$ cat src/rtl/pws_pkg.sv
`timescale 1ns / 1ps
package pws_pkg;

	// field widths
	localparam int unsigned COORD_W = 24;
	localparam int unsigned COEF_W  = 16;
	localparam int unsigned TRANS_W = 21;
	localparam int unsigned SIZE_W  = 14;
	localparam int unsigned PIX_W   = 20;
	localparam int unsigned CFG_W   = 63;
	localparam int unsigned ROW_W   = 3 * COEF_W;

	// internal arithmetic widths
	localparam int unsigned PROD_W  = COORD_W + COEF_W;   // one coefficient product
	localparam int unsigned DOT_W   = PROD_W + 2;         // clip value, scale 2^-20
	localparam int unsigned NUM_W   = DOT_W + 1;          // depth plus or minus clip
	localparam int unsigned SCL_W   = NUM_W + SIZE_W + 5; // numerator times 16*size
	localparam int unsigned DIVN_W  = SCL_W + 1;          // dividend before folding
	localparam int unsigned DIVD_W  = DOT_W + 1;          // divisor, twice the depth
	localparam int unsigned QBITS   = PIX_W - 1;          // magnitude bits of quotient

	// register indexes
	localparam logic [2:0] REG_ROW_X  = 3'd0;
	localparam logic [2:0] REG_ROW_Y  = 3'd1;
	localparam logic [2:0] REG_ROW_D  = 3'd2;
	localparam logic [2:0] REG_TRANS  = 3'd3;
	localparam logic [2:0] REG_WIDTH  = 3'd4;
	localparam logic [2:0] REG_HEIGHT = 3'd5;

	localparam logic [SIZE_W-1:0] WIDTH_RST  = 14'd1920;
	localparam logic [SIZE_W-1:0] HEIGHT_RST = 14'd1080;

	typedef struct packed {
		logic signed [COORD_W-1:0] world_x;
		logic signed [COORD_W-1:0] world_y;
		logic signed [COORD_W-1:0] world_z;
	} point_t;

	typedef struct packed {
		logic                    visible;
		logic signed [PIX_W-1:0] screen_x;
		logic signed [PIX_W-1:0] screen_y;
	} pixel_t;

endpackage

$ cat src/rtl/pws_dot.sv
`timescale 1ns / 1ps
module pws_dot (
	input  logic                                clk,
	input  logic                                advance,
	input  pws_pkg::point_t                     point,
	input  logic [pws_pkg::ROW_W-1:0]           coefs,
	input  logic [pws_pkg::TRANS_W-1:0]         trans,
	output logic signed [pws_pkg::DOT_W-1:0]    dot
);
	import pws_pkg::*;

	logic signed [PROD_W-1:0]  px_s1, py_s1, pz_s1;
	logic signed [TRANS_W-1:0] t_s1;
	logic signed [DOT_W-1:0]   dot_s2;

	// stage 1: three products
	always_ff @(posedge clk) begin
		if (advance) begin
			px_s1 <= point.world_x * signed'(coefs[COEF_W-1:0]);
			py_s1 <= point.world_y * signed'(coefs[2*COEF_W-1:COEF_W]);
			pz_s1 <= point.world_z * signed'(coefs[3*COEF_W-1:2*COEF_W]);
			t_s1  <= signed'(trans);
		end
	end

	// stage 2: sum with translation at scale 2^-20
	always_ff @(posedge clk) begin
		if (advance) begin
			dot_s2 <= DOT_W'(px_s1) + DOT_W'(py_s1) + DOT_W'(pz_s1)
				+ signed'({{(DOT_W-TRANS_W-16){t_s1[TRANS_W-1]}}, t_s1, 16'b0});
		end
	end

	assign dot = dot_s2;

endmodule

$ cat config.mk
export PLATFORM = sky130hd
export DESIGN_NAME = pws_dot
export DESIGN_NICKNAME = d
export VERILOG_FILES = /design/src/rtl/pws_pkg.sv /design/src/rtl/pws_dot.sv
export SDC_FILE = /design/constraint.sdc
export NUM_CORES = 2
export LEC_CHECK = 0
export ABC_CLOCK_PERIOD_IN_PS = 12600
export BUFFER_PORTS_ARGS = -buffer_cell sky130_fd_sc_hd__buf_2
export CAP_MARGIN = 0
export CORE_UTILIZATION = 36
export CTS_CLUSTER_SIZE = 25
export DETAILED_ROUTE_END_ITERATION = 8
export PLACE_DENSITY_LB_ADDON = 0.15
export SYNTH_ARGS = -nofsm -noshare
export SYNTH_HDL_FRONTEND = slang
export SYNTH_SLANG_ARGS = --single-unit
$ cat constraint.sdc
create_clock -name clk -period 12.6 [get_ports clk]
set_input_delay 3.78 -clock clk [delete_from_list [all_inputs] [get_ports clk]]
set_output_delay 3.78 -clock clk [all_outputs]
set_load 0.05 [all_outputs]
# ---- After elaboration in Yosys (flattened, before gate mapping)
# Cells that the tools add are included.
dict set report totals {
  regBits 183
  inputBits 143
  elab_cells 11
}
dict set report classes {
  add_sub_neg 3
  n_mul 3
}
# op n
set op_table {}
lappend op_table {{24-bit by 16-bit multiplier with 40-bit output} 3}
lappend op_table {{41-bit by 40-bit adder with 42-bit output} 1}
lappend op_table {{42-bit by 37-bit adder with 42-bit output} 1}
lappend op_table {{40-bit by 40-bit adder with 41-bit output} 1}

# ---- Logic depth before layout (Yosys ltp)
dict set report depth {
  depth_word 3
  mapped_depth 25
}

# ---- Worst setup path before layout
# No wires, ideal clock.
dict set report synth_path {
  path_type {input -> register}
  from {in coefs[17] (netlist name)}
  to {reg py_s1[28], data pin}
  setup_time_ns 0.260
  arrival_time_ns 9.567
  t_required_ns 12.340
  slack_ns 2.773
  path_stages 22
  cell_sequence {clkbuf_1 > nand2_1 > fa_1 > fa_1 > fa_1 > inv_1 > fa_1 > fa_1 > inv_1 > fa_1 > inv_1 > ha_1 > clkbuf_1 > nand3_1 > a2111oi_0 > o2111ai_1 > a31oi_1 > o21ai_0 > a21boi_0 > o31a_1 > mux2i_1 > nand2_1}
}
dict set report synth_via {
  elab_chain_len 1
}
# element line
set synth_rtl {}
lappend synth_rtl {{from (decl)} pws_dot.sv:6} ;# input logic [pws_pkg::ROW_W-1:0] coefs,
lappend synth_rtl {{24-bit by 16-bit multiplier with 40-bit output} pws_dot.sv:20} ;# py_s1 <= point.world_y * signed'(coefs[2*COEF_W-1:COEF_W]);
lappend synth_rtl {{to (signal assigned)} pws_dot.sv:20}
lappend synth_rtl {{to (decl)} pws_dot.sv:12} ;# logic signed [PROD_W-1:0] px_s1, py_s1, pz_s1;
# No other way between the ends.
# A chain may end at the register's enable or synchronous reset.

# ---- Worst setup path in the final report
dict set report layout_path {
  from {in coefs[31] (netlist name)}
  to {reg py_s1[28], data pin}
}
# The elaborated chain is that of the path after synthesis.

==> impl_metrics.yaml <==
status:
  status: "finished, final reports clean"
cts:
  clk_pin_slew_ns: 0.09
  ctsHoldBuffers: 0
  cts_tree: "done"
  clock_latency_ns: 0.50
  clock_path_buffers: 2
  htreeDepth: 4
  cts_resized: 0
  clockRootBuffer: "clkbuf_16"
  cts_made_buffers: 17
  clock_sinks: 183
  post_cts_buffers: 0
global_routing:
  grt_pass1_vias: 37325
  grt_max_degree: 70
  grt-ovfl-total: 0
  grt_usage_pct: 19.6
  antenna_found_initial: 5
  grt_pass1_wl_mm: 213
timing:
  slew-limit-headroom_pct: 42.4
  min_period_over_period_pct: 83.8
  report.final.hold_viol_count: 0
  worstMarginPinSlew_ns: 0.864
  setup_viol: 0
  fin_crit_ns: 10.56
  rsz0062_at_grt: "false"
  max_freq_ghz: 0.0947
  fin_tns_setup_ns: 0
  slew_viol_final: 0
  fin_skew_ns: 0.0290
worst_setup_path:
  r2r-end: "dot[38]$_DFFE_PP_"
  cp_top_family: "adder cells"
  critPathCaptureType: "register"
  cpPeakStageDelay_ns: 0.65
  reg2regPathDepth: 13
  r2r_setup_slack_ns: 7.80
  path_buf_inv: 4
  crit_top_cell: "fa_1"
  crit_end: "py_s1[28]$_DFFE_PP_"
  cp_num_cells: 21
  critPathKind: "primary input to register"
  cp.required_ns: 12.83
  worstPathCellList: "buf_2 > inv_1 > nor2_1 > fa_1 > fa_1 > fa_1 > fa_1 > fa_1 > inv_1 > fa_1 > inv_1 > ha_1 > nand3_1 > a2111oi_0 > o2111ai_1 > a31oi_1 > o21ai_0 > a21boi_0 > o31a_1 > mux2i_1 > nand2_1"
  crit_path_start: "coefs[31]"
  critPathArrivalTime_ns: 10.79
  r2r_start: "pz_s1[1]$_DFFE_PP_"
  startpoint_type: "primary input"
  slowest_stage: "a31oi_1"
  cp_max_fo: 20
drt:
  drt_iter0_drc: 1577
  drc: 0
  ant_nets: 0
  wl_per_cell_um: 18.5
  drtPass1Iterations: 5
  vias_per_cell: 4.78
  drt-total-wl_mm: 130
  vias: 33535
logic_synthesis:
  synth-compound-area-share_pct: 5.30
  synthesis.area_um2: 50000
  synth_xor_area_share_pct: 2.72
  ys.flop_type: "edfxtp_1"
  avgSynthCellArea_um2: 9.65
  synth-simple-area-share_pct: 13.5
  yosys_warnings: 0
  synthArstFlopShare_pct: 0
  synth_seq_cells: 183
  postSynthCellCount: 5181
  synth_edf_count: 183
  synth_cell_type_count: 62
  yosys.area_share.adder_pct: 56.3
  synthMuxAreaShare_pct: 0.0626
  ys_seq_area_share_pct: 11.0
  synth_top_family_by_area: "adder cells"
  synth_nets: 6860
die:
  dieArea_um2: 140000
  rows: 136
  initial_core_util_pct: 36.3
  pin_count: 185
  fp.dieH_um: 375
  die_w_um: 375
  core_um2: 138000
layout:
  layout.nets: 6891
  drive_gt1_share_pct: 4.46
  multiInputGateArea_um2: 38900
  ff_latch_area_um2: 5500
  utilization_pct: 38.6
  n_fill_cell: 13984
  area_delta_synth_final_pct: 6.32
place:
  port_buffers: 184
  hpwl_mm: 108
  gp_congestion: 0.847
hold_path:
  hold_class: "register to register"
job:
  maxCapViolCount: 0
==> registers in the layout, indices dropped and copies added, names as in the netlist <==
| name | flops |
|---|---|
| t_s1 | 21 |
| py_s1 | 40 |
| dot | 42 |
| pz_s1 | 40 |
| px_s1 | 40 |
==> logic make-up after synthesis <==
kind of cell             Yosys count
AND/OR/NAND/NOR                 1411
AO/OA/AOI/OAI                    401
XOR/XNOR                         155
flip-flops                       183
multiplexers                       3
adder cells (fa/ha/maj)         1536
buffers and inverters           1492
==> synth_stat cells (all sizes together) (12+ instances only) <==
master     n  area share, %
inv     1316            9.9
fa      1188             48
nand2    699            5.2
and2     454            5.7
ha       348            8.7
edfxtp   183             11
clkbuf   175            1.3
nor2     121           0.91
a21oi    115            1.2
xnor2    114            2.0
a21o      68            1.0
o21ai     68           0.68
xor2      41           0.72
nor3      29           0.29
nand2b    28           0.35
o21a      26           0.39
nand3     24           0.24
o21bai    18           0.27
a211oi    15           0.23
a31oi     15           0.19
nor2b     12           0.15
==> metal layers <==
layer,up-vias,share of wire [%],wire length [um],track usage (%)
li1,15395,-,-,-
met1,17483,46,59800,27.4
met2,554,49,62900,33.0
met3,103,3.4,4460,1.79
met4,0,2.0,2580,4.18
met5,-,0,0,0
==> worst reg2reg max path, cell delays in order (launching register included) <==
cell and delay (ns):
edfxtp_1 0.48, fa_1 0.42, ha_1 0.31, ha_1 0.22, fa_1 0.46, a21o_1 0.20
a21oi_1 0.32, o21a_1 0.19, o311ai_0 0.25, a21oi_1 0.69, o2111ai_1 0.37, a31o_2 0.32
a21o_1 0.18, xor2_1 0.16
==> how the worst min path moves through the flow <==
stage,slack [ns],startpoint,end,cells past startpoint
after floorplan,0.68,pz_s1[1]$_DFFE_PP_,dot[1]$_DFFE_PP_,2
after global placement,0.73,py_s1[1]$_DFFE_PP_,dot[1]$_DFFE_PP_,2
after detailed placement,0.73,py_s1[1]$_DFFE_PP_,dot[1]$_DFFE_PP_,2
after CTS,0.76,py_s1[1]$_DFFE_PP_,dot[1]$_DFFE_PP_,2
after global routing,0.79,py_s1[1]$_DFFE_PP_,dot[1]$_DFFE_PP_,2
final,0.75,py_s1[1]$_DFFE_PP_,dot[1]$_DFFE_PP_,2
==> cells in the final DEF, fill, tap and decap left out, drive strengths merged, types with 18 or more instances in the layout <==
cell type,count
a21o,68
a21oi,115
and2,454
buf,187
clkbuf,18
edfxtp,183
fa,1188
ha,348
inv,1323
nand2,699
nand2b,28
nand3,24
nor2,121
nor3,29
o21a,26
o21ai,68
o21bai,18
xnor2,114
xor2,41
==> layout make-up <==
class	instances	area share, %
multi-input combinational	3506	73.2
antenna	1	0.00471
inverter	1316	9.29
sequential	183	10.3
timing repair buffer	188	1.81
clock buffer	17	0.800
clock inverter	15	0.358
tap	1794	4.22
==> per-stage QoR <==
stage	std cells	hold WS, ns	area, um^2	worst slack, ns
6_report	7020	0.754	53200	2.04
5_1_grt	7020	0.791	53200	1.64
4_1_cts	7019	0.761	53200	2.13
3_5_place_dp	6987	0.733	52500	1.60
3_3_place_gp	6987	0.732	52500	1.66
2_1_floorplan	5181	0.680	50000	2.77
Power is left out: the tool's default activity adds up to more than one toggle a clock period on the data nets, which glitch-free logic cannot reach.
