**src/rtl/pws_pkg.sv**
```systemverilog
`timescale 1ns / 1ps
package pws_pkg;

	// field widths
	localparam int unsigned COORD_W = 24;
	localparam int unsigned COEF_W  = 16;
	localparam int unsigned TRANS_W = 21;
	localparam int unsigned SIZE_W  = 14;
	localparam int unsigned PIX_W   = 20;
	localparam int unsigned CFG_W   = 63;
	localparam int unsigned ROW_W   = 3 * COEF_W;

	// internal arithmetic widths
	localparam int unsigned PROD_W  = COORD_W + COEF_W;   // one coefficient product
	localparam int unsigned DOT_W   = PROD_W + 2;         // clip value, scale 2^-20
	localparam int unsigned NUM_W   = DOT_W + 1;          // depth plus or minus clip
	localparam int unsigned SCL_W   = NUM_W + SIZE_W + 5; // numerator times 16*size
	localparam int unsigned DIVN_W  = SCL_W + 1;          // dividend before folding
	localparam int unsigned DIVD_W  = DOT_W + 1;          // divisor, twice the depth
	localparam int unsigned QBITS   = PIX_W - 1;          // magnitude bits of quotient

	// register indexes
	localparam logic [2:0] REG_ROW_X  = 3'd0;
	localparam logic [2:0] REG_ROW_Y  = 3'd1;
	localparam logic [2:0] REG_ROW_D  = 3'd2;
	localparam logic [2:0] REG_TRANS  = 3'd3;
	localparam logic [2:0] REG_WIDTH  = 3'd4;
	localparam logic [2:0] REG_HEIGHT = 3'd5;

	localparam logic [SIZE_W-1:0] WIDTH_RST  = 14'd1920;
	localparam logic [SIZE_W-1:0] HEIGHT_RST = 14'd1080;

	typedef struct packed {
		logic signed [COORD_W-1:0] world_x;
		logic signed [COORD_W-1:0] world_y;
		logic signed [COORD_W-1:0] world_z;
	} point_t;

	typedef struct packed {
		logic                    visible;
		logic signed [PIX_W-1:0] screen_x;
		logic signed [PIX_W-1:0] screen_y;
	} pixel_t;

endpackage

```
**src/rtl/pws_div.sv**
```systemverilog
`timescale 1ns / 1ps
module pws_div (
	input  logic                               clk,
	input  logic                               advance,
	input  logic [pws_pkg::DIVN_W-1:0]         dividend,
	input  logic [pws_pkg::DIVD_W-1:0]         divisor,
	input  logic                               neg,
	input  logic                               sat,
	output logic signed [pws_pkg::PIX_W-1:0]   result
);
	import pws_pkg::*;

	logic [DIVN_W-1:0] rem_c [QBITS+1];
	logic [DIVD_W-1:0] b_c   [QBITS+1];
	logic [QBITS-1:0]  q_c   [QBITS+1];
	logic              neg_c [QBITS+1];
	logic              sat_c [QBITS+1];

	logic [DIVN_W-1:0] rem_q [QBITS];
	logic [DIVD_W-1:0] b_q   [QBITS];
	logic [QBITS-1:0]  q_q   [QBITS];
	logic              neg_q [QBITS];
	logic              sat_q [QBITS];

	assign rem_c[0] = dividend;
	assign b_c[0]   = divisor;
	assign q_c[0]   = '0;
	assign neg_c[0] = neg;
	assign sat_c[0] = sat;

	// one quotient bit per stage, most significant first
	for (genvar i = 0; i < QBITS; i++) begin : g_stage
		logic [DIVN_W-1:0] trial;
		logic              ge;

		assign trial = DIVN_W'(b_c[i]) << (QBITS - 1 - i);
		assign ge    = rem_c[i] >= trial;

		always_ff @(posedge clk) begin
			if (advance) begin
				rem_q[i] <= ge ? rem_c[i] - trial : rem_c[i];
				b_q[i]   <= b_c[i];
				q_q[i]   <= {q_c[i][QBITS-2:0], ge};
				neg_q[i] <= neg_c[i];
				sat_q[i] <= sat_c[i];
			end
		end

		assign rem_c[i+1] = rem_q[i];
		assign b_c[i+1]   = b_q[i];
		assign q_c[i+1]   = q_q[i];
		assign neg_c[i+1] = neg_q[i];
		assign sat_c[i+1] = sat_q[i];
	end

	// floor of a negative quotient is minus the folded quotient minus one
	always_comb begin
		if (sat_c[QBITS])
			result = neg_c[QBITS] ? {1'b1, {QBITS{1'b0}}} : {1'b0, {QBITS{1'b1}}};
		else if (neg_c[QBITS])
			result = ~{1'b0, q_c[QBITS]};
		else
			result = {1'b0, q_c[QBITS]};
	end

endmodule

```
**config.mk**
```make
export PLATFORM = sky130hd
export DESIGN_NAME = pws_div
export DESIGN_NICKNAME = d
export VERILOG_FILES = /design/src/rtl/pws_pkg.sv /design/src/rtl/pws_div.sv
export SDC_FILE = /design/constraint.sdc
export NUM_CORES = 2
export LEC_CHECK = 0
export BUFFER_PORTS_ARGS = -buffer_cell sky130_fd_sc_hd__buf_2
export CAP_MARGIN = 10
export CORE_UTILIZATION = 50
export CTS_CLUSTER_DIAMETER = 200
export CTS_CLUSTER_SIZE = 16
export DETAILED_ROUTE_END_ITERATION = 8
export HOLD_SLACK_MARGIN = 0.02
export MAX_ROUTING_LAYER = met4
export PLACE_DENSITY = 0.75
export SYNTH_ARGS = -nofsm -noshare
export SYNTH_HDL_FRONTEND = slang
export SYNTH_SLANG_ARGS = --single-unit
```
**constraint.sdc**
```tcl
create_clock -name clk -period 6.62 [get_ports clk]
set_input_delay 1.324 -clock clk [delete_from_list [all_inputs] [get_ports clk]]
set_output_delay 1.324 -clock clk [all_outputs]
set_load 0.02 [all_outputs]
```
After elaboration in Yosys (flattened, before gate mapping) --
Memories as Yosys holds them, arrays and structs flattened. Index checks and enable logic that the tools add are counted.
Cells by class: $add $sub $neg 19, magnitude comparators 19, multiplexer cells 24, bitwise operators 1
Operator list (count):
- 63-bit 2-to-1 mux | 19
- 63-bit by 43-bit >= comparator with 1-bit output | 1
- 63-bit by 44-bit >= comparator with 1-bit output | 1
- 63-bit by 45-bit >= comparator with 1-bit output | 1
- 63-bit by 46-bit >= comparator with 1-bit output | 1
- 63-bit by 47-bit >= comparator with 1-bit output | 1
- 63-bit by 48-bit >= comparator with 1-bit output | 1
- 63-bit by 49-bit >= comparator with 1-bit output | 1
- 63-bit by 50-bit >= comparator with 1-bit output | 1
- 63-bit by 51-bit >= comparator with 1-bit output | 1
- 63-bit by 52-bit >= comparator with 1-bit output | 1
- 63-bit by 53-bit >= comparator with 1-bit output | 1
- 63-bit by 54-bit >= comparator with 1-bit output | 1
- 63-bit by 55-bit >= comparator with 1-bit output | 1
- 63-bit by 56-bit >= comparator with 1-bit output | 1
- 63-bit by 57-bit >= comparator with 1-bit output | 1
- 63-bit by 58-bit >= comparator with 1-bit output | 1
- 63-bit by 59-bit >= comparator with 1-bit output | 1
- 63-bit by 60-bit >= comparator with 1-bit output | 1
- 63-bit by 61-bit >= comparator with 1-bit output | 1
- 63-bit by 43-bit subtractor with 63-bit output | 1
- 63-bit by 44-bit subtractor with 63-bit output | 1
- 63-bit by 45-bit subtractor with 63-bit output | 1
- 63-bit by 46-bit subtractor with 63-bit output | 1
- other kinds (18) | 21
Storage, ports and cells: flip-flop bits (word level) 0, RAM bits 2413, input bits 110, output and inout port bits 20, logic and storage cells 68, memories 5
Memories:
- rem_q | words 19, width 63, rd ports 18, clocked after Yosys merged registers in 0, write ports 19, RTL line pws_div.sv:19 | logic [DIVN_W-1:0] rem_q [QBITS];
- b_q | words 19, width 43, rd ports 18, clocked after Yosys merged registers in 0, write ports 19, RTL line pws_div.sv:20 | logic [DIVD_W-1:0] b_q [QBITS];
- q_q | words 19, width 19, rd ports 19, clocked after Yosys merged registers in 0, write ports 19, RTL line pws_div.sv:21 | logic [QBITS-1:0] q_q [QBITS];
- neg_q | words 19, width 1, rd ports 19, clocked after Yosys merged registers in 0, write ports 19, RTL line pws_div.sv:22 | logic neg_q [QBITS];
- sat_q | words 19, width 1, rd ports 19, clocked after Yosys merged registers in 0, write ports 19, RTL line pws_div.sv:23 | logic sat_q [QBITS];

Longest topological paths before layout --
An unclocked memory read counts as a cell.
depth in word-level cells 4, gate-level depth with buffers 18, depth with buffers taken out 16

Worst setup path before layout --
No wires, ideal clock.
path type input-to-reg, start in divisor[3] (netlist bit), end mem rem_q[0][61] (netlist bit) (data pin), setup time 0.260 ns, data arrival time 4.241 ns, required time 6.360 ns, slack 2.119 ns, cell stages on the path 14, buffers on the path 1, cell sequence inv_1 ha_1 a21o_1 a21oi_1 a21oi_1 a2111oi_0 o21ai_1 o211ai_1 or3_1 a32oi_1 a31oi_1 buf_2 nor2_1 mux2_2
RTL lines:
- from (decl) | RTL line pws_div.sv:6 | input logic [pws_pkg::DIVD_W-1:0] divisor,
- to (decl) | RTL line pws_div.sv:19

==> summary.txt <==
Routed len/inst: 20.7 um
Area growth syn-to-layout: 6.75%
Top_reg_cell synth: edfxtp_1
CP Cell Sequence: ha_1, inv_1, fa_1, a211oi_1, o21ai_0, a21oi_1, a2111oi_1, o2111ai_1, a21boi_0, a31o_2, nor2_4, buf_12, a211o_1, o41ai_1, nand2_1
Main combinational cell family by area after synthesis: compound AO/OA/AOI/OAI gates
Routed wl met2: 169 mm
Final min period: 5.23 ns
Number of synthesized flops with an enable pin: 2136
Clock Sink Count: 2136
Final #Nets: 12600
Slew margin rel.: 19.5%
Pwr dens: 434 nW/um2
Post-Synthesis Cell Area: 124000 um2
Post-Synth XOR/XNOR Area: 6.44%
Post CTS Setup Buffer Count: 0
Cells after Synth: 11800
Crit path arrival time: 5.81 ns
HP Class: register to register
Routed Wire Length: 309 mm
Total CTS buffers: 151
Die X: 500 um
Pleak: 52.2 nW
First-pass GRT wire length: 477 mm
Clock tree buffer depth: 3
Worst Skew: 0.0366 ns
Number of global-route vias before repair: 88200
Total track usage: 25.1%
Max incr delay on CP: 1.01 ns
Clk Latency, worst-skew pair: 0.84 ns
Initial DRT Pass Iterations: 6
Synth top area cells: edfxtp_1 52%, ha_1 8.3%, a21oi_1 4.9%
Crit path kind: register to register
Gpl congestion: 1.06
DP Area: 128000 um2
Synth Area in Compound Gates: 16.0%
Initial antenna violation count: 7
Final ANT Viol Nets: 0
Most common cell after layout, fill and taps aside: edfxtp_1
Multiplexer share of the synthesized area: 1.04%
Synth Area in Adders: 8.55%
CTS clk-pin slew, worst paths: 0.07 ns
Fmax: 191 MHz
Vias: 87300
Row cnt: 182
Core Region: 246000 um2
Least-Margin Pin Slew: 1.20 ns
CP max-delay cell: a2111oi_1
Post-synth ARST share: 0%
GRT Residual Overflow: 0
Worst EP required: 7.19 ns
Highest routing layer actually used: met4
CTS tree: built
Dominant cell type by area after synthesis: edfxtp_1
Final Cell Area: 132000 um2
Die ar.: 250000 um2
Yosys warnings: 0
Routed wl met3: 9.22 mm
Met1 WL: 106 mm
# IOs: 130
Max Cap Viol: 0
Drt initial violations: 6769
Flops & latches, synth: 2136
HPWL after detailed placement: 243 mm
Final setup fails: 0
Final hold slack: 0.410 ns
Slew Viols, Final: 0
Drt drc: 0
Initial Util: 50.3%
Fin crit share: 79.1%
Syn_nets: 12700
Post-CTS Hold Buffers: 0
VDD IR max: 282 uV
PnR Total Power: 57.3 mW
H-tree depth: 4
Most frequent cells in the layout: 2136 x edfxtp_1, 1197 x a21oi_1, 1053 x inv_1
Synth Area in Simple Gates: 11.6%
Sequential area share after synthesis: 51.8%
Clock Root Buffer: clkbuf_16
Synth Area per Inst: 10.5 um2
Synth unique cells: 91
Largest net degree at the start of global routing: 187
PortBufs: 129
Status: complete, no violations
Post_cts resized: 0
Synth top area share: 51.8%
Die H: 500 um
Unrepaired setup endpoints after global routing: false
CP Max Fanout: 87
Routed vias/inst: 5.85
CP Launch Type: register
Endpoints failing hold: 0
Final TNS setup: 0 ns
CP Capture Type: register
Share of cells above drive strength 1: 5.20%
[kinds of logic (layout without fill, tap and decap cells)]
| family | Yosys count | in the layout |
|---|---|---|
| compound gates | 3257 | 3257 |
| xor+xnor | 910 | 910 |
| fa+ha+maj | 835 | 835 |
| buf+inv | 1483 | 1440 |
| flops | 2136 | 2136 |
| mux | 115 | 115 |
| other cells | 0 | 3 |
| simple gates | 3023 | 3023 |
[where the power goes]
group / switching [mW] / internal [mW] / total [mW]
registers: 1.97 / 19.6 / 21.6
clock network: 4.56 / 4.15 / 8.70
logic: 16.2 / 10.9 / 27.0
total: 22.7 / 34.6 / 57.3
[worst paths after layout]
check	slack (ns)	end	startpoint	cells past startpoint
setup reg to reg	1.39	rem_q[15][49]	b_q[14][0]	15
setup / recovery	1.39	rem_q[15][49]	b_q[14][0]	15
hold reg to reg	0.41	q_q[5][4]	q_q[4][3]	0
hold / removal	0.41	q_q[5][4]	q_q[4][3]	0
[synth_stat cells (17+ instances only)]
cell type	count
edfxtp_1	2136
a21oi_1	1200
inv_1	1054
nand2_1	946
ha_1	817
nor2_1	810
o21ai_0	773
xnor2_1	495
a21o_1	451
xor2_1	415
clkbuf_1	362
nand4_1	238
nand3_1	184
nor3_1	184
o21bai_1	130
nand2b_1	112
mux2_2	110
nor4_1	106
a31oi_1	99
nor2b_1	94
o21a_1	81
a211oi_1	70
and3_1	61
o31ai_1	60
o211ai_1	58
or3_1	54
and2_1	45
or4_1	43
buf_1	37
or2_2	37
and4_1	28
a21boi_0	26
buf_2	26
a211o_1	25
o41ai_1	24
o2111ai_1	22
o31a_1	20
a31o_2	19
nor3b_1	19
nor4b_1	19
o22ai_1	19
fa_1	18
a221oi_1	17
[state kept, by name (all words and copies together), names as in the netlist]
signal  flops
neg_q      19
sat_q      19
q_q       190
rem_q    1134
b_q       774
[worst max-delay path: cells and delay by family, from the launching register on]
kind,cells,cell delay (ns)
DFF,1,0.41
and+or+nand+nor,2,0.16
AOI/OAI and AO/OA,9,3.71
adders and majority gates,2,0.45
buffers and inverters,2,0.24
[final cells by class]
cell class              count  area, um2
flip-flops and latches   2136      64100
fillers                 20900     114000
repair buffers            218       1600
clock buffers             152       3800
inverters                1056       3960
diodes                      3       7.51
well taps                3220       4030
clock inverters            14        324
multi-input cells        8140      54300
[routing by layer]
layer	global-route usage, %	vias to the layer above
li1	-	42700
met1	22.7	41000
met2	48.7	2678
met3	2.20	969
met4	17.6	0
met5	-	-
[through the flow]
| stage | utilization [%] | setup slack, ns | instances |
|---|---|---|---|
| floorplan | - | 2.12 | 11800 |
| global placement | 52.0 | 0.852 | 14800 |
| detailed placement | 52.0 | 0.881 | 14800 |
| CTS | 53.7 | 1.46 | 14900 |
| global route | 53.7 | 1.19 | 14900 |
| finish | 53.7 | 1.39 | 14900 |
No activity file was read; power rests on OpenSTA's default activity.
